--- src/hdl/hbds_pkg.sv ---
package hbds_pkg;

   // Fixed field widths
   localparam int unsigned CHAR_WIDTH = 8;
   localparam int unsigned HASH_WIDTH = 8;
   localparam int unsigned SET_BITS   = 256;
   localparam int unsigned OUT_WIDTH  = 16;
   localparam int unsigned QUO_BITS   = 16;

   // Defaults for the top-level parameters
   localparam int unsigned COUNT_WIDTH_DEFAULT = 16;
   localparam int unsigned QUEUE_DEPTH_DEFAULT = 4;

   // ASCII lower-case range and case offset
   localparam logic [CHAR_WIDTH-1:0] LOWER_FIRST = 8'h61;
   localparam logic [CHAR_WIDTH-1:0] LOWER_LAST  = 8'h7A;
   localparam logic [CHAR_WIDTH-1:0] CASE_OFFSET = 8'h20;

   typedef enum logic [1:0] {
      ACT_ORIGIN  = 2'd0,
      ACT_COMPARE = 2'd1,
      ACT_FINISH  = 2'd2
   } action_type;

   typedef enum logic {
      CMD_PAIRS,
      CMD_FINISH
   } cmd_kind_type;

   // One queued command: up to two pairs of one character, or a finish.
   typedef struct packed {
      cmd_kind_type          kind;
      logic                  is_compare;
      logic                  pair_valid;
      logic [HASH_WIDTH-1:0] hash;
      logic                  term_valid;
   } cmd_type;

   typedef enum logic {
      BK_IDLE,
      BK_DIVIDE
   } back_state_type;

endpackage

--- src/hdl/hbds_if.sv ---
interface hbds_req_if;
   logic                                valid;
   logic                                ready;
   logic [1:0]                          action;
   logic [hbds_pkg::CHAR_WIDTH-1:0]     char_byte;
   logic                                last_char;

   modport source (output valid, action, char_byte, last_char, input ready);
   modport sink   (input valid, action, char_byte, last_char, output ready);
endinterface

interface hbds_rsp_if;
   logic                                valid;
   logic                                ready;
   logic [hbds_pkg::OUT_WIDTH-1:0]      similarity_q14;
   logic [hbds_pkg::OUT_WIDTH-1:0]      common_pairs;
   logic [hbds_pkg::OUT_WIDTH-1:0]      total_pairs;

   modport source (output valid, similarity_q14, common_pairs, total_pairs, input ready);
   modport sink   (input valid, similarity_q14, common_pairs, total_pairs, output ready);
endinterface

--- src/hdl/hbds_front.sv ---
module hbds_front (
   input  logic               clock,
   input  logic               reset,
   hbds_req_if.sink           req,
   input  logic               q_full,
   output logic               q_push,
   output hbds_pkg::cmd_type  q_data
);

   logic [hbds_pkg::CHAR_WIDTH-1:0]   prev_ff, prev_in;
   logic                              have_prev_ff, have_prev_in;
   logic [hbds_pkg::CHAR_WIDTH-1:0]   up_char;
   logic [2*hbds_pkg::CHAR_WIDTH-1:0] product;
   logic                              accept;

   assign req.ready = !q_full;
   assign accept    = req.valid && !q_full;

   always_comb begin
      up_char = req.char_byte;
      if (req.char_byte >= hbds_pkg::LOWER_FIRST && req.char_byte <= hbds_pkg::LOWER_LAST) begin
         up_char = req.char_byte - hbds_pkg::CASE_OFFSET;
      end
   end

   assign product = (2*hbds_pkg::CHAR_WIDTH)'(prev_ff) * (2*hbds_pkg::CHAR_WIDTH)'(up_char);

   always_comb begin
      prev_in           = prev_ff;
      have_prev_in      = have_prev_ff;
      q_push            = 1'b0;
      q_data.kind       = hbds_pkg::CMD_PAIRS;
      q_data.is_compare = (req.action == hbds_pkg::ACT_COMPARE);
      q_data.pair_valid = have_prev_ff;
      q_data.hash       = product[hbds_pkg::HASH_WIDTH-1:0];
      q_data.term_valid = req.last_char;
      unique case (hbds_pkg::action_type'(req.action))
         hbds_pkg::ACT_ORIGIN, hbds_pkg::ACT_COMPARE: begin
            q_push = accept;
            if (accept) begin
               // The terminator pair closes the string; otherwise the
               // character waits for its partner.
               prev_in      = req.last_char ? '0 : up_char;
               have_prev_in = !req.last_char;
            end
         end
         hbds_pkg::ACT_FINISH: begin
            q_push      = accept;
            q_data.kind = hbds_pkg::CMD_FINISH;
            if (accept) begin
               prev_in      = '0;
               have_prev_in = 1'b0;
            end
         end
         default: begin
            q_push = 1'b0;
         end
      endcase
   end

   always_ff @(posedge clock) begin
      if (reset) begin
         prev_ff      <= '0;
         have_prev_ff <= 1'b0;
      end else begin
         prev_ff      <= prev_in;
         have_prev_ff <= have_prev_in;
      end
   end

endmodule

--- src/hdl/hbds_fifo.sv ---
module hbds_fifo #(
   parameter int unsigned DEPTH = hbds_pkg::QUEUE_DEPTH_DEFAULT
) (
   input  logic               clock,
   input  logic               reset,
   input  logic               push,
   input  hbds_pkg::cmd_type  push_data,
   input  logic               pop,
   output hbds_pkg::cmd_type  head_data,
   output logic               full,
   output logic               empty
);

   localparam int unsigned PTR_W = (DEPTH > 1) ? $clog2(DEPTH) : 1;
   localparam int unsigned CNT_W = $clog2(DEPTH + 1);

   hbds_pkg::cmd_type  mem_ff [DEPTH];
   logic [PTR_W-1:0]   wr_ptr_ff, wr_ptr_in;
   logic [PTR_W-1:0]   rd_ptr_ff, rd_ptr_in;
   logic [CNT_W-1:0]   count_ff, count_in;
   logic               do_push, do_pop;

   assign full      = (count_ff == CNT_W'(DEPTH));
   assign empty     = (count_ff == '0);
   assign do_push   = push && !full;
   assign do_pop    = pop && !empty;
   assign head_data = mem_ff[rd_ptr_ff];

   always_comb begin
      wr_ptr_in = wr_ptr_ff;
      rd_ptr_in = rd_ptr_ff;
      count_in  = count_ff;
      if (do_push) begin
         wr_ptr_in = (wr_ptr_ff == PTR_W'(DEPTH - 1)) ? '0 : wr_ptr_ff + 1'b1;
      end
      if (do_pop) begin
         rd_ptr_in = (rd_ptr_ff == PTR_W'(DEPTH - 1)) ? '0 : rd_ptr_ff + 1'b1;
      end
      if (do_push && !do_pop) begin
         count_in = count_ff + 1'b1;
      end else if (do_pop && !do_push) begin
         count_in = count_ff - 1'b1;
      end
   end

   always_ff @(posedge clock) begin
      if (reset) begin
         wr_ptr_ff <= '0;
         rd_ptr_ff <= '0;
         count_ff  <= '0;
      end else begin
         wr_ptr_ff <= wr_ptr_in;
         rd_ptr_ff <= rd_ptr_in;
         count_ff  <= count_in;
      end
   end

   always_ff @(posedge clock) begin
      if (do_push) begin
         mem_ff[wr_ptr_ff] <= push_data;
      end
   end

endmodule

--- src/hdl/hbds_div.sv ---
module hbds_div #(
   parameter int unsigned COUNT_WIDTH = hbds_pkg::COUNT_WIDTH_DEFAULT
) (
   input  logic                              clock,
   input  logic                              reset,
   input  logic                              start,
   input  logic [COUNT_WIDTH-1:0]            dividend,
   input  logic [COUNT_WIDTH-1:0]            divisor,
   output logic                              done,
   output logic [hbds_pkg::QUO_BITS-1:0]     quotient
);

   localparam int unsigned STEP_W = $clog2(hbds_pkg::QUO_BITS + 1);

   // Restoring division of dividend * 2^(QUO_BITS-1) by divisor, one
   // quotient bit per cycle. The dividend never exceeds the divisor, so the
   // remainder fits in one bit more than the counters.
   logic [COUNT_WIDTH:0]              rem_ff, rem_in;
   logic [COUNT_WIDTH-1:0]            div_ff, div_in;
   logic [hbds_pkg::QUO_BITS-1:0]     quo_ff, quo_in;
   logic [STEP_W-1:0]                 step_ff, step_in;
   logic                              busy_ff, busy_in;
   logic                              done_ff, done_in;
   logic [COUNT_WIDTH:0]              diff;
   logic                              fits;

   assign diff     = rem_ff - {1'b0, div_ff};
   assign fits     = (rem_ff >= {1'b0, div_ff});
   assign done     = done_ff;
   assign quotient = quo_ff;

   always_comb begin
      rem_in  = rem_ff;
      div_in  = div_ff;
      quo_in  = quo_ff;
      step_in = step_ff;
      busy_in = busy_ff;
      done_in = done_ff;
      if (start) begin
         rem_in  = {1'b0, dividend};
         div_in  = divisor;
         quo_in  = '0;
         step_in = STEP_W'(hbds_pkg::QUO_BITS);
         busy_in = (divisor != '0);
         done_in = (divisor == '0);
      end else if (busy_ff) begin
         quo_in  = {quo_ff[hbds_pkg::QUO_BITS-2:0], fits};
         rem_in  = fits ? {diff[COUNT_WIDTH-1:0], 1'b0} : {rem_ff[COUNT_WIDTH-1:0], 1'b0};
         step_in = step_ff - 1'b1;
         if (step_ff == STEP_W'(1)) begin
            busy_in = 1'b0;
            done_in = 1'b1;
         end
      end
   end

   always_ff @(posedge clock) begin
      if (reset) begin
         busy_ff <= 1'b0;
         done_ff <= 1'b0;
         step_ff <= '0;
      end else begin
         busy_ff <= busy_in;
         done_ff <= done_in;
         step_ff <= step_in;
      end
   end

   always_ff @(posedge clock) begin
      rem_ff <= rem_in;
      div_ff <= div_in;
      quo_ff <= quo_in;
   end

endmodule

--- src/hdl/hbds_back.sv ---
module hbds_back #(
   parameter int unsigned COUNT_WIDTH = hbds_pkg::COUNT_WIDTH_DEFAULT
) (
   input  logic               clock,
   input  logic               reset,
   input  logic               q_empty,
   input  hbds_pkg::cmd_type  q_head,
   output logic               q_pop,
   hbds_rsp_if.source         rsp
);

   hbds_pkg::back_state_type          state_ff, state_in;
   logic [hbds_pkg::SET_BITS-1:0]     set_ff, set_in;
   logic [COUNT_WIDTH-1:0]            common_ff, common_in;
   logic [COUNT_WIDTH-1:0]            total_ff, total_in;
   logic                              rsp_valid_ff;
   logic [hbds_pkg::OUT_WIDTH-1:0]    sim_ff, common_out_ff, total_out_ff;
   logic [hbds_pkg::OUT_WIDTH-1:0]    common_sat, total_sat;
   logic                              out_free;
   logic                              do_pairs;
   logic                              div_start;
   logic                              load_out;
   logic                              div_done;
   logic [hbds_pkg::QUO_BITS-1:0]     div_quo;
   logic                              hit_pair, hit_term;
   logic [1:0]                        inc_total, inc_common;
   logic [COUNT_WIDTH:0]              total_sum, common_sum;

   assign out_free = !rsp_valid_ff || rsp.ready;

   always_comb begin
      state_in  = state_ff;
      q_pop     = 1'b0;
      do_pairs  = 1'b0;
      div_start = 1'b0;
      load_out  = 1'b0;
      unique case (state_ff)
         hbds_pkg::BK_IDLE: begin
            if (!q_empty) begin
               q_pop = 1'b1;
               if (q_head.kind == hbds_pkg::CMD_FINISH) begin
                  div_start = 1'b1;
                  state_in  = hbds_pkg::BK_DIVIDE;
               end else begin
                  do_pairs = 1'b1;
               end
            end
         end
         hbds_pkg::BK_DIVIDE: begin
            if (div_done && out_free) begin
               load_out = 1'b1;
               state_in = hbds_pkg::BK_IDLE;
            end
         end
         default: begin
            state_in = hbds_pkg::BK_IDLE;
         end
      endcase
   end

   always_ff @(posedge clock) begin
      if (reset) begin
         state_ff <= hbds_pkg::BK_IDLE;
      end else begin
         state_ff <= state_in;
      end
   end

   // Pair lookup and set update. The terminator pair always hashes to zero.
   assign hit_pair   = q_head.pair_valid && set_ff[q_head.hash];
   assign hit_term   = q_head.term_valid && set_ff[0];
   assign inc_total  = {1'b0, q_head.pair_valid} + {1'b0, q_head.term_valid};
   assign inc_common = q_head.is_compare ? ({1'b0, hit_pair} + {1'b0, hit_term}) : 2'd0;
   assign total_sum  = {1'b0, total_ff} + (COUNT_WIDTH + 1)'(inc_total);
   assign common_sum = {1'b0, common_ff} + (COUNT_WIDTH + 1)'(inc_common);

   always_comb begin
      set_in    = set_ff;
      total_in  = total_ff;
      common_in = common_ff;
      if (load_out) begin
         set_in    = '0;
         total_in  = '0;
         common_in = '0;
      end else if (do_pairs) begin
         if (!q_head.is_compare) begin
            if (q_head.pair_valid) begin
               set_in[q_head.hash] = 1'b1;
            end
            if (q_head.term_valid) begin
               set_in[0] = 1'b1;
            end
         end
         total_in  = total_sum[COUNT_WIDTH]  ? '1 : total_sum[COUNT_WIDTH-1:0];
         common_in = common_sum[COUNT_WIDTH] ? '1 : common_sum[COUNT_WIDTH-1:0];
      end
   end

   always_ff @(posedge clock) begin
      if (reset) begin
         set_ff       <= '0;
         total_ff     <= '0;
         common_ff    <= '0;
         rsp_valid_ff <= 1'b0;
      end else begin
         set_ff    <= set_in;
         total_ff  <= total_in;
         common_ff <= common_in;
         if (load_out) begin
            rsp_valid_ff <= 1'b1;
         end else if (rsp.ready) begin
            rsp_valid_ff <= 1'b0;
         end
      end
   end

   hbds_div #(
      .COUNT_WIDTH (COUNT_WIDTH)
   ) u_div (
      .clock    (clock),
      .reset    (reset),
      .start    (div_start),
      .dividend (common_ff),
      .divisor  (total_ff),
      .done     (div_done),
      .quotient (div_quo)
   );

   generate
      if (COUNT_WIDTH > hbds_pkg::OUT_WIDTH) begin : g_out_sat
         assign common_sat = (|common_ff[COUNT_WIDTH-1:hbds_pkg::OUT_WIDTH]) ?
                             '1 : common_ff[hbds_pkg::OUT_WIDTH-1:0];
         assign total_sat  = (|total_ff[COUNT_WIDTH-1:hbds_pkg::OUT_WIDTH]) ?
                             '1 : total_ff[hbds_pkg::OUT_WIDTH-1:0];
      end else begin : g_out_ext
         assign common_sat = hbds_pkg::OUT_WIDTH'(common_ff);
         assign total_sat  = hbds_pkg::OUT_WIDTH'(total_ff);
      end
   endgenerate

   always_ff @(posedge clock) begin
      if (load_out) begin
         sim_ff        <= div_quo;
         common_out_ff <= common_sat;
         total_out_ff  <= total_sat;
      end
   end

   assign rsp.valid          = rsp_valid_ff;
   assign rsp.similarity_q14 = sim_ff;
   assign rsp.common_pairs   = common_out_ff;
   assign rsp.total_pairs    = total_out_ff;

endmodule

--- src/hdl/hashed_bigram_dice_similarity.sv ---
// Hashed bigram Dice similarity. Characters: one transfer per cycle while the queue has room.
// A character is written into the queue on its transfer and reaches the pair set when the
// back end pops it. A popped finish starts the divider, which gives zero if no pair was seen.
// While a finish divides, the back end stalls and the front keeps filling the queue.
// Reset (synchronous, active high) clears the pair set, counters, pending character,
// queue and result valid flag; no clearing pass is needed.
module hashed_bigram_dice_similarity #(
   parameter int unsigned COUNT_WIDTH = hbds_pkg::COUNT_WIDTH_DEFAULT,
   parameter int unsigned QUEUE_DEPTH = hbds_pkg::QUEUE_DEPTH_DEFAULT
) (
   input  logic        clock,
   input  logic        reset,
   hbds_req_if.sink    req_ch,
   hbds_rsp_if.source  rsp_ch
);

   // The front end upper-cases each character, keeps the pending character of the
   // current string and hashes each pair as the low byte of the product. An origin,
   // compare or finish transfer becomes one command: the pair with the pending
   // character and any terminator pair, or a finish that drops the pending character.
   hbds_pkg::cmd_type  q_push_data;
   hbds_pkg::cmd_type  q_head;
   logic               q_push;
   logic               q_pop;
   logic               q_full;
   logic               q_empty;

   hbds_front u_front (
      .clock  (clock),
      .reset  (reset),
      .req    (req_ch),
      .q_full (q_full),
      .q_push (q_push),
      .q_data (q_push_data)
   );

   // A short queue lets characters keep streaming while the back end divides.
   hbds_fifo #(
      .DEPTH (QUEUE_DEPTH)
   ) u_fifo (
      .clock     (clock),
      .reset     (reset),
      .push      (q_push),
      .push_data (q_push_data),
      .pop       (q_pop),
      .head_data (q_head),
      .full      (q_full),
      .empty     (q_empty)
   );

   // The back end owns the 256-bit pair set and the saturating counters. Origin
   // pairs set their bit; compare pairs count as common where their bit is set.
   // A finish starts the divider; once it is done and the output register is
   // free, the result is loaded and the pair set and counters return to zero.
   hbds_back #(
      .COUNT_WIDTH (COUNT_WIDTH)
   ) u_back (
      .clock   (clock),
      .reset   (reset),
      .q_empty (q_empty),
      .q_head  (q_head),
      .q_pop   (q_pop),
      .rsp     (rsp_ch)
   );

`ifndef NO_ASSERTIONS
   a_push_has_room: assert property (@(posedge clock) disable iff (reset)
      q_push |-> !q_full)
      else $error("command pushed into a full queue");

   a_pop_has_entry: assert property (@(posedge clock) disable iff (reset)
      q_pop |-> !q_empty)
      else $error("command popped from an empty queue");

   a_result_in_range: assert property (@(posedge clock) disable iff (reset)
      rsp_ch.valid |-> (rsp_ch.common_pairs <= rsp_ch.total_pairs) &&
                       (rsp_ch.similarity_q14 <= 16'd32768))
      else $error("result has common above total or a ratio above two");
`endif

endmodule
--- src/flat_wrapper.sv ---
// flat-port wrapper written by rule: the top's interface ports become plain ports
module hashed_bigram_dice_similarity_flat 
#(
   parameter int unsigned COUNT_WIDTH = hbds_pkg::COUNT_WIDTH_DEFAULT,
   parameter int unsigned QUEUE_DEPTH = hbds_pkg::QUEUE_DEPTH_DEFAULT
)
  (clock, reset, req_ch_valid, req_ch_action, req_ch_char_byte, req_ch_last_char, req_ch_ready, rsp_ch_valid, rsp_ch_similarity_q14, rsp_ch_common_pairs, rsp_ch_total_pairs, rsp_ch_ready);
  hbds_req_if req_ch_i ();
  hbds_rsp_if rsp_ch_i ();
  input  logic clock;
  input  logic reset;
  input wire logic [$bits(req_ch_i.valid)-1:0] req_ch_valid;
  input wire logic [$bits(req_ch_i.action)-1:0] req_ch_action;
  input wire logic [$bits(req_ch_i.char_byte)-1:0] req_ch_char_byte;
  input wire logic [$bits(req_ch_i.last_char)-1:0] req_ch_last_char;
  output wire logic [$bits(req_ch_i.ready)-1:0] req_ch_ready;
  output wire logic [$bits(rsp_ch_i.valid)-1:0] rsp_ch_valid;
  output wire logic [$bits(rsp_ch_i.similarity_q14)-1:0] rsp_ch_similarity_q14;
  output wire logic [$bits(rsp_ch_i.common_pairs)-1:0] rsp_ch_common_pairs;
  output wire logic [$bits(rsp_ch_i.total_pairs)-1:0] rsp_ch_total_pairs;
  input wire logic [$bits(rsp_ch_i.ready)-1:0] rsp_ch_ready;
  assign req_ch_i.valid = req_ch_valid;
  assign req_ch_i.action = req_ch_action;
  assign req_ch_i.char_byte = req_ch_char_byte;
  assign req_ch_i.last_char = req_ch_last_char;
  assign req_ch_ready = req_ch_i.ready;
  assign rsp_ch_valid = rsp_ch_i.valid;
  assign rsp_ch_similarity_q14 = rsp_ch_i.similarity_q14;
  assign rsp_ch_common_pairs = rsp_ch_i.common_pairs;
  assign rsp_ch_total_pairs = rsp_ch_i.total_pairs;
  assign rsp_ch_i.ready = rsp_ch_ready;
  hashed_bigram_dice_similarity #(.COUNT_WIDTH(COUNT_WIDTH), .QUEUE_DEPTH(QUEUE_DEPTH)) u_core (.clock(clock), .reset(reset), .req_ch(req_ch_i), .rsp_ch(rsp_ch_i));
endmodule
--- config.mk ---
export PLATFORM = sky130hd
export DESIGN_NAME = hashed_bigram_dice_similarity_flat
export DESIGN_NICKNAME = d
export VERILOG_FILES = /design/src/hdl/hbds_pkg.sv /design/src/hdl/hbds_if.sv /design/src/hdl/hbds_front.sv /design/src/hdl/hbds_fifo.sv /design/src/hdl/hbds_div.sv /design/src/hdl/hbds_back.sv /design/src/hdl/hashed_bigram_dice_similarity.sv /design/src/flat_wrapper.sv
export SDC_FILE = /design/constraint.sdc
export NUM_CORES = 1
export LEC_CHECK = 0
export ABC_AREA = 1
export ABC_CLOCK_PERIOD_IN_PS = 9600
export BUFFER_PORTS_ARGS = -buffer_cell sky130_fd_sc_hd__buf_2
export CAP_MARGIN = 30
export CORE_ASPECT_RATIO = 0.8
export CORE_MARGIN = 1.5
export CORE_UTILIZATION = 40
export CTS_CLUSTER_SIZE = 16
export DETAILED_ROUTE_END_ITERATION = 8
export GPL_TIMING_DRIVEN = 0
export PLACE_DENSITY = 0.54
export SLEW_MARGIN = 40
export SYNTH_ARGS = -nofsm -noshare
export SYNTH_HDL_FRONTEND = slang
export SYNTH_HIERARCHICAL = 1
export SYNTH_SLANG_ARGS = --single-unit
--- constraint.sdc ---
create_clock -name clock -period 9.6 [get_ports clock]
set_input_delay 0.96 -clock clock [delete_from_list [all_inputs] [get_ports clock]]
set_output_delay 0.96 -clock clock [all_outputs]
set_load 0.1 [all_outputs]
**Word level (Yosys, flattened, before mapping)**

Memories as Yosys holds them, arrays and structs flattened. A register that Yosys moved wholly into a read port is not among the register bits.
Index checks and enable logic that the tools add are counted.

- Flip-flop bits (word level): 410
- RAM bits: 48
- Bits of input ports: 15
- Output and inout port bits: 50
- Logic and storage cells: 138
- Memories kept: 1

Memories:

| memory | depth | bits a word | read ports | clocked after memory_dff | wr ports | RTL line | text |
|---|---|---|---|---|---|---|---|
| u_core.u_fifo.mem_ff | 4 | 12 | 1 | 1 | 1 | hbds_fifo.sv:17 | `hbds_pkg::cmd_type mem_ff [DEPTH];` |

- Add/sub/neg operators: 11
- $mul: 1
- $lt $le $gt $ge: 5
- Eq/ne operators: 8
- Multiplexer cells: 52
- Bitwise operators: 3
- Reductions and logical operators: 35

Operators by type and width:

| operator | count |
|---|---|
| 256-bit OR | 1 |
| 16-bit two-way mux | 4 |
| 16-bit by 2-bit adder with 17-bit output | 2 |
| 8-bit two-way mux | 4 |
| 1-bit two-way mux | 29 |
| 17-bit by 16-bit greater-or-equal comparator with 1-bit output | 1 |
| 17-bit two-way mux | 1 |
| 16-bit logical NOT | 1 |
| 8-bit one-hot mux with 2 select lines | 1 |
| 16-bit nonzero test | 1 |
| 16-bit subtractor | 1 |
| 2-bit nonzero test | 6 |
| 1-bit logical AND | 10 |
| 2-bit two-way mux | 5 |
| 5-bit two-way mux | 2 |
| 8-bit by 9-bit < comparator with 1-bit output, second input constant | 1 |
| 3-bit AND reduction | 3 |
| 1-bit binary-select mux with 8-bit select | 1 |
| 1-bit demux with 8-bit select | 1 |
| 8-bit by 1-bit greater-or-equal comparator with 1-bit output, second input constant | 1 |
| 8-bit by 7-bit greater-or-equal comparator with 1-bit output, second input constant | 1 |
| 8-bit by 7-bit <= comparator with 1-bit output, second input constant | 1 |
| 8-bit by 8-bit multiplier with 8-bit output | 1 |
| 8-bit by 6-bit subtractor with 8-bit output, second input constant | 1 |
| 20 further kinds | 35 |

**Logic depth before layout (Yosys ltp)**

Gate-level depths: netlist of run 1.

- Depth in word-level cells: 9
- Gate-level depth with buffers: 37
- Depth with buffers taken out: 33

**By module**

The synthesis of run 1 kept the hierarchy.

By module, submodules not included:

| module | instances | cells an instance | area each (um^2) | seq. area each (um^2) |
|---|---|---|---|---|
| hbds_back | 1 | 1968 | 14391.3 | 7247.0 |
| hbds_div | 1 | 443 | 3437.0 | 1441.4 |
| hbds_fifo | 1 | 187 | 2285.9 | 1621.6 |
| hbds_front | 1 | 253 | 1579.0 | 180.2 |

**Worst setup path after synthesis of run 1**

OpenSTA, ideal clock, no wires.

- Kind: in2reg
- From: input req_ch_char_byte[2]
- To: memory u_core/u_fifo/mem_ff[0][8] in the netlist's numbering (data pin)
- Library setup time: 0.257 ns
- Data arrival time: 4.434 ns
- Data required time: 9.343 ns
- Slack: 4.909 ns
- Stages: 30
- Path buffers: 1
- Cell sequence: buf_4 > inv_1 > nand2_1 > nand2_2 > nand3_2 > inv_2 > nand2_2 > nand2_2 > nor2_1 > ha_1 > ha_1 > inv_1 > fa_1 > inv_1 > fa_1 > ha_1 > a21oi_1 > nand3_1 > nand2_1 > inv_1 > nand2_1 > nand2_1 > nand2_1 > nand2_1 > inv_1 > nand2_1 > nand2_1 > nand2_1 > nand2_1 > inv_1

RTL lines:

| what | RTL line | text |
|---|---|---|
| start: declaration | flat_wrapper.sv:14 | `input wire logic [$bits(req_ch_i.char_byte)-1:0] req_ch_char_byte;` |
| end: declaration | hbds_fifo.sv:17 |  |

==> results.ini, run 1 <==
[clocking]
cts-root-buf = clkbuf_16
cts_setup_buffers = 0
clk_pin_slew_ns = 0.06
cts.path.max_buffers = 3
clkLatencyLatePin_ns = 0.60
hold_buffers = 0
postCtsResizedCells = 0
htree_levels = 2
cts_tree = yes
clock_sinks = 460
cts_buffers = 49

[logic_synthesis]
synth_common_cells = nand2_1, nor2_1, dfxtp_1
synth_edf_count = 128
ys_async_sr_fraction_pct = 0
synth_simple_gate_area_share_pct = 26.16
synth_top_family_by_area = simple AND/OR/NAND/NOR gates
synth-seq-cells = 460
syn_inst = 2851
synth_nets = 2927
synth.avg_cell_area_um2 = 7.609
synthDistinctLibCells = 43
ys_warn_count = 6
yosysMostFrequentCell = nand2_1
synth_adder_area_share_pct = 4.072
netlist_area_um2 = 21690
synth_xor_area_share_pct = 1.165
synth_top_cell_area_share_pct = 30.64
ys.flop_type = dfxtp_1
synth_top_area_cell = dfxtp_1
synthTopCellsByArea = dfxtp_1, edfxtp_1, nand2_1, nor2_1, a21oi_1
synth_compound_area_share_pct = 11.58
yosysSeqAreaShare_pct = 48.36
synthMuxAreaShare_pct = 0

[run]
maxCapViolCount = 0

[critical_path]
endpoint_kind = flip-flop
cp-start-kind = flip-flop
cpPeakStageDelay_ns = 0.81
r2r_slack_ns = 3.16
cp_common_cell = nand2_1
worstPathRequired_ns = 10.13
slowest_stage = clkbuf_1
rr_worst_depth = 31
critPathKind = reg2reg
critPathArrivalTime_ns = 6.98
critPathMaxFanout = 10

[routing]
totalWireLength_um = 73010
first_pass_iters = 6
drt-initial-drc-count = 2169
avgRoutedWirePerCell_um = 19.70
vias = 19660
drcViolationCount = 0
postRouteAntennaNets = 0
via_per_inst = 5.306

[floorplan]
ioPinCount = 65
die_x_um = 263.4
core-area_um2 = 53730
dieHeight_um = 211.3
die_area_um2 = 55650
rows = 76
start_util_pct = 40.38

[timing]
setup_viol = 0
slew_headroom_pct = 32.32
fin_crit_ns = 6.444
max_freq_mhz = 155.2
worst_pin_slew_ns = 1.015
finalMaxSlewViolations = 0
hold_slack_ns = 0.4211
finalHoldViolCount = 0
skew_ns = 0.02777
fin_crit_sh_pct = 67.12
rsz0062_at_grt = false
fin_tns_setup_ns = 0

[layout]
stdcell_area_um2 = 24520
area_growth_pct = 13.04
nFillCells = 5359
nets = 3042
drive_gt1_share_pct = 9.454
antenna_cells = 0

[hold_path]
holdCritPathClass = reg2reg
min_path_cells = 0

[pwr]
vdd.ir_drop.worst_v = 0.0002291
power_density_nw_per_um2 = 292.6
p_leak_nw = 10.27

[global_routing]
grt_usage_pct = 26.10
grt_max_degree = 26
antenna_found_initial = 0
grt_pass1_wl_um = 110600
grt_pass1_vias = 18400
grt_remaining_overflow = 0

[placement]
hpwl_um = 49110
gp_congestion = 0.9263
io_buffers = 61
dpl_cell_area_um2 = 22950

[status]
status = finished, final reports clean

[worst max-delay path: cells and delay by family, from the launching register on]
kind / cells / cell delay (ns)
AOI/OAI and AO/OA: 3 / 0.66
DFF: 1 / 0.48
adders and majority gates: 3 / 0.68
and+or+nand+nor: 18 / 2.65
buffers and inverters: 7 / 1.89
[metrics by stage]
step           cells  total power, W  setup slack (ns)  utilization (%)
3_3_place_gp    3614        0.005202             2.866            42.58
5_1_grt         3706        0.007462             2.677            45.64
4_1_cts         3705        0.007105             3.464            45.62
6_report        3706        0.007174             3.156            45.64
2_1_floorplan   2851        0.004107             4.909                -
3_5_place_dp    3616        0.005240             3.476            42.72
[flip-flops by register name, summed over array words and instances, names as in the netlist, 2 cells and up, named ones only]
register	count
u_core/u_back/u_div/div_ff	16
u_core/u_back/u_div/rem_ff	17
u_core/u_back/set_ff	256
u_core/u_fifo/count_ff	3
u_core/u_back/rsp.common_pairs	16
u_core/u_front/prev_ff	8
u_core/u_back/u_div/quotient	16
u_core/u_fifo/wr_ptr_ff	2
u_core/u_back/common_ff	16
u_core/u_fifo/mem_ff	48
u_core/u_back/rsp.total_pairs	16
u_core/u_back/u_div/step_ff	5
u_core/u_back/rsp.similarity_q14	16
u_core/u_back/total_ff	16
u_core/u_fifo/rd_ptr_ff	2
[area by class of cell]
class	count	area, µm²	area share (%)
multi-input cells	1924	9346	38.11
clock inverters	12	90.09	0.3674
well taps	702	878.3	3.582
plain buffers	142	678.2	2.765
clock buffers	77	1464	5.970
repair buffers	64	355.3	1.449
flip-flops and latches	460	10490	42.78
inverters	325	1220	4.975
[where the power goes]
group          internal, W  switching, W  leakage, nW
Clock              0.00107      0.000790        0.759
Combinational     0.000651       0.00238         5.63
Sequential         0.00220     0.0000802         3.89
[worst paths after layout]
kind	startpoint	end
setup / recovery	flip-flop	u_core/u_back/common_ff[9]
setup reg to reg	flip-flop	u_core/u_back/common_ff[9]
hold reg to reg	u_core/u_back/u_div/quotient[14]	u_core/u_back/rsp.similarity_q14[14]
hold / removal	u_core/u_back/u_div/quotient[14]	u_core/u_back/rsp.similarity_q14[14]
[layout by cell type (no fill, tap or decap), drive strengths merged]
| cell | n |
|---|---|
| o21ai | 131 |
| nand2 | 833 |
| and3 | 1 |
| clkinvlp | 1 |
| a311oi | 1 |
| or2 | 4 |
| nor2 | 353 |
| o22ai | 26 |
| nand3b | 20 |
| clkbuf | 151 |
| ha | 45 |
| xnor2 | 13 |
| a21oi | 246 |
| a31oi | 65 |
| dfxtp | 332 |
| xor2 | 15 |
| inv | 327 |
| o21a | 3 |
| bufinv | 1 |
| nor3 | 22 |
| edfxtp | 128 |
| a211oi | 2 |
| and2 | 2 |
| o31a | 1 |
| fa | 16 |
| clkinv | 8 |
| nand4 | 11 |
| buf | 132 |
| nor4 | 7 |
| nand3 | 107 |
[logic make-up (layout without fill, tap and decap cells)]
| family | count (synthesis) | count (layout) |
|---|---|---|
| flip-flops | 460 | 460 |
| AO/OA/AOI/OAI | 475 | 475 |
| buffers and inverters | 467 | 620 |
| XOR/XNOR | 28 | 28 |
| AND/OR/NAND/NOR | 1360 | 1360 |
| adder cells (fa/ha/maj) | 61 | 61 |
[per-layer routing]
metal  wire (µm)  global-route usage [%]  share of wire [%]  vias up
met2       30340                   38.67                 42      844
met3        7406                   5.211                 10      123
met4        1806                   7.554                2.5        0
met5           0                       0                  0        -
li1            -                       -                  -     9368
met1       33460                   38.31                 46     9328
(Power assumes the default switching activity.)
==> inputs of run 2 (changes only) <==
- ABC_CLOCK_PERIOD_IN_PS: 9600 -> 6100
- clock period: 9.6 -> 6.1 ns (I/O delays scaled with it)
==> results.ini, run 2 (synthesis results as in run 1) <==
[pwr]
vdd.ir_drop.worst_v = 0.0003609  ; +58%
clkPwrFrac_pct = 25.9  ; about the same
p_total_w = 0.01131  ; +58%
p_leak_nw = 10.30  ; +0.30%
power_density_nw_per_um2 = 460.4  ; +57%
p_comb_share_pct = 42.4  ; about the same
p_sw_w = 0.005128  ; +58%
internal_power_w = 0.006187  ; +58%
swShare_pct = 45.32  ; -0.054 points
seqPwrFrac_pct = 31.7  ; about the same

[routing]
vias = 19690  ; +0.13%
totalWireLength_um = 72980  ; about the same
first_pass_iters = 6  ; unchanged
avgRoutedWirePerCell_um = 19.69  ; about the same
postRouteAntennaNets = 0  ; unchanged
drcViolationCount = 0  ; unchanged
drt-initial-drc-count = 2032  ; -6.3%
via_per_inst = 5.311  ; +0.10%

[critical_path]
r2r-end = u_core/u_back/common_ff[9]
critPathArrivalTime_ns = 6.27  ; -0.71 ns
endpoint_kind = flip-flop
rr_worst_depth = 35  ; +13%
path_buf_inv = 11  ; +4
critPathKind = reg2reg
r2r_slack_ns = 0.36  ; -2.79 ns
endpoint = u_core/u_back/common_ff[9]
slowest_stage = fa_1
critPathMaxFanout = 10  ; unchanged
cpPeakStageDelay_ns = 0.38  ; -0.43 ns
cp-start-kind = flip-flop
cp.depth = 35  ; +13%
worstPathRequired_ns = 6.63  ; -3.50 ns
critPathTopFamily = simple AND/OR/NAND/NOR gates

[layout]
drive_gt1_share_pct = 9.917  ; +0.46 points
layout.cells.non_filler = 3707  ; +0.027%
largest_registers = u_core/u_back/set_ff: 256 flops, u_core/u_fifo/mem_ff: 48 flops, u_core/u_back/u_div/rem_ff: 17 flops
mostFrequentLayoutCell = nand2_1
final_cell_mix = nand2_1, dfxtp_1, nor2_1, inv_1, a21oi_1
largest_reg_flops = 256  ; unchanged
final_util_pct = 45.74  ; +0.098 points
regMostFlops = u_core/u_back/set_ff
area_growth_pct = 13.28
antenna_cells = 0  ; unchanged
nets = 3043  ; +0.033%

[timing]
fin_crit_sh_pct = 94.07  ; +27 points
fin_crit_ns = 5.738  ; -0.7051 ns
finalMaxSlewViolations = 0  ; unchanged
skew_ns = 0.02516  ; -0.002612 ns
worst_pin_slew_ns = 0.9516  ; -0.06361 ns
fin_tns_setup_ns = 0  ; unchanged
max_freq_mhz = 174.3  ; +12%
setup_viol = 0  ; unchanged
slew_headroom_pct = 36.56  ; +4.2 points
hold_slack_ns = 0.3191  ; -0.1020 ns
finalHoldViolCount = 0  ; unchanged

[clocking]
hold_buffers = 0  ; unchanged
cts_buffers = 49  ; unchanged
cts.path.max_buffers = 3  ; unchanged
htree_levels = 2  ; unchanged
clk_pin_slew_ns = 0.06  ; about the same
cts_tree = yes
cts-root-buf = clkbuf_16
clock_sinks = 460  ; unchanged
clkLatencyLatePin_ns = 0.60  ; about the same

[global_routing]
antenna_found_initial = 0  ; unchanged
grt_remaining_overflow = 0  ; unchanged
grt_usage_pct = 26.10  ; unchanged
grt_max_degree = 26  ; unchanged
grt_pass1_vias = 18400  ; unchanged
grt_pass1_wl_um = 110600  ; unchanged

[floorplan]
dieHeight_um = 211.3  ; unchanged
ioPinCount = 65  ; unchanged
start_util_pct = 40.38  ; unchanged
core-area_um2 = 53730  ; unchanged
die_x_um = 263.4  ; unchanged
die_area_um2 = 55650  ; unchanged
rows = 76  ; unchanged

[placement]
io_buffers = 61  ; unchanged
gp_congestion = 0.9263  ; unchanged
place_inst = 3616  ; unchanged
hpwl_um = 49110  ; unchanged

[hold_path]
holdCritPathClass = in2reg

[run]
maxCapViolCount = 0  ; unchanged

[status]
status = finished, final reports clean

-- run 2: power by group through the flow --
stage / Combinational, W / Clock [W] / Sequential, W
detailed placement: 0.00460 / 0 / 0.00365
CTS: 0.00461 / 0.00298 / 0.00359
floorplan: 0.00275 / 0 / 0.00371
finish: 0.00480 / 0.00293 / 0.00359
global route: 0.00506 / 0.00310 / 0.00361
global placement: 0.00454 / 0 / 0.00365
-- run 2: layout make-up --
type                    count  area [µm²]
plain buffers             142       693.2
clock buffers              77        1464
clock inverters            12       90.09
fillers                  5357       29150
inverters                 325        1220
multi-input cells        1924        9375
flip-flops and latches    460       10490
well taps                 702       878.3
repair buffers             65       362.8
-- run 2: metal layers --
layer / vias up / track usage, % / wire length [µm]
met4: 0 / 7.554 / 1881
met2: 810 / 38.67 / 30180
met1: 9378 / 38.31 / 33600
li1: 9370 / - / -
met5: - / 0 / 0
met3: 130 / 5.211 / 7319
-- run 2: worst min path at each step --
stage,cells past startpoint,to,from
finish,3,u_core/u_front/prev_ff[3],req_ch_char_byte[3]
global route,3,u_core/u_front/prev_ff[3],req_ch_char_byte[3]
CTS,3,u_core/u_front/prev_ff[3],req_ch_char_byte[3]
detailed placement,0,u_core/u_back/rsp.similarity_q14[15],u_core/u_back/u_div/quotient[15]
global placement,0,u_core/u_back/rsp.similarity_q14[11],u_core/u_back/u_div/quotient[11]
floorplan,0,u_core/u_back/rsp.similarity_q14[0],u_core/u_back/u_div/quotient[0]
-- run 2: metrics by stage --
| stage | worst slack (ns) | cell area [µm²] |
|---|---|---|
| 3_3_place_gp | -0.2839 | 22880 |
| 4_1_cts | 0.01218 | 24510 |
| 3_5_place_dp | -0.02355 | 22950 |
| 2_1_floorplan | 1.759 | 21690 |
| 6_report | 0.3616 | 24570 |
| 5_1_grt | -0.01443 | 24570 |
-- run 2: timing repair --
item	4_1_cts	5_1_grt
buffers inserted	0	1
pin swaps	0	1
gates resized for setup	1	20
setup endpoints to repair	3	14
-- run 2: worst register-to-register path: cells and delay by family (launching register included) --
kind,cells,cell delay (ns)
compound gates,4,0.55
fa+ha+maj,3,0.83
buf+inv,11,1.79
simple gates,17,2.19
flops,1,0.33
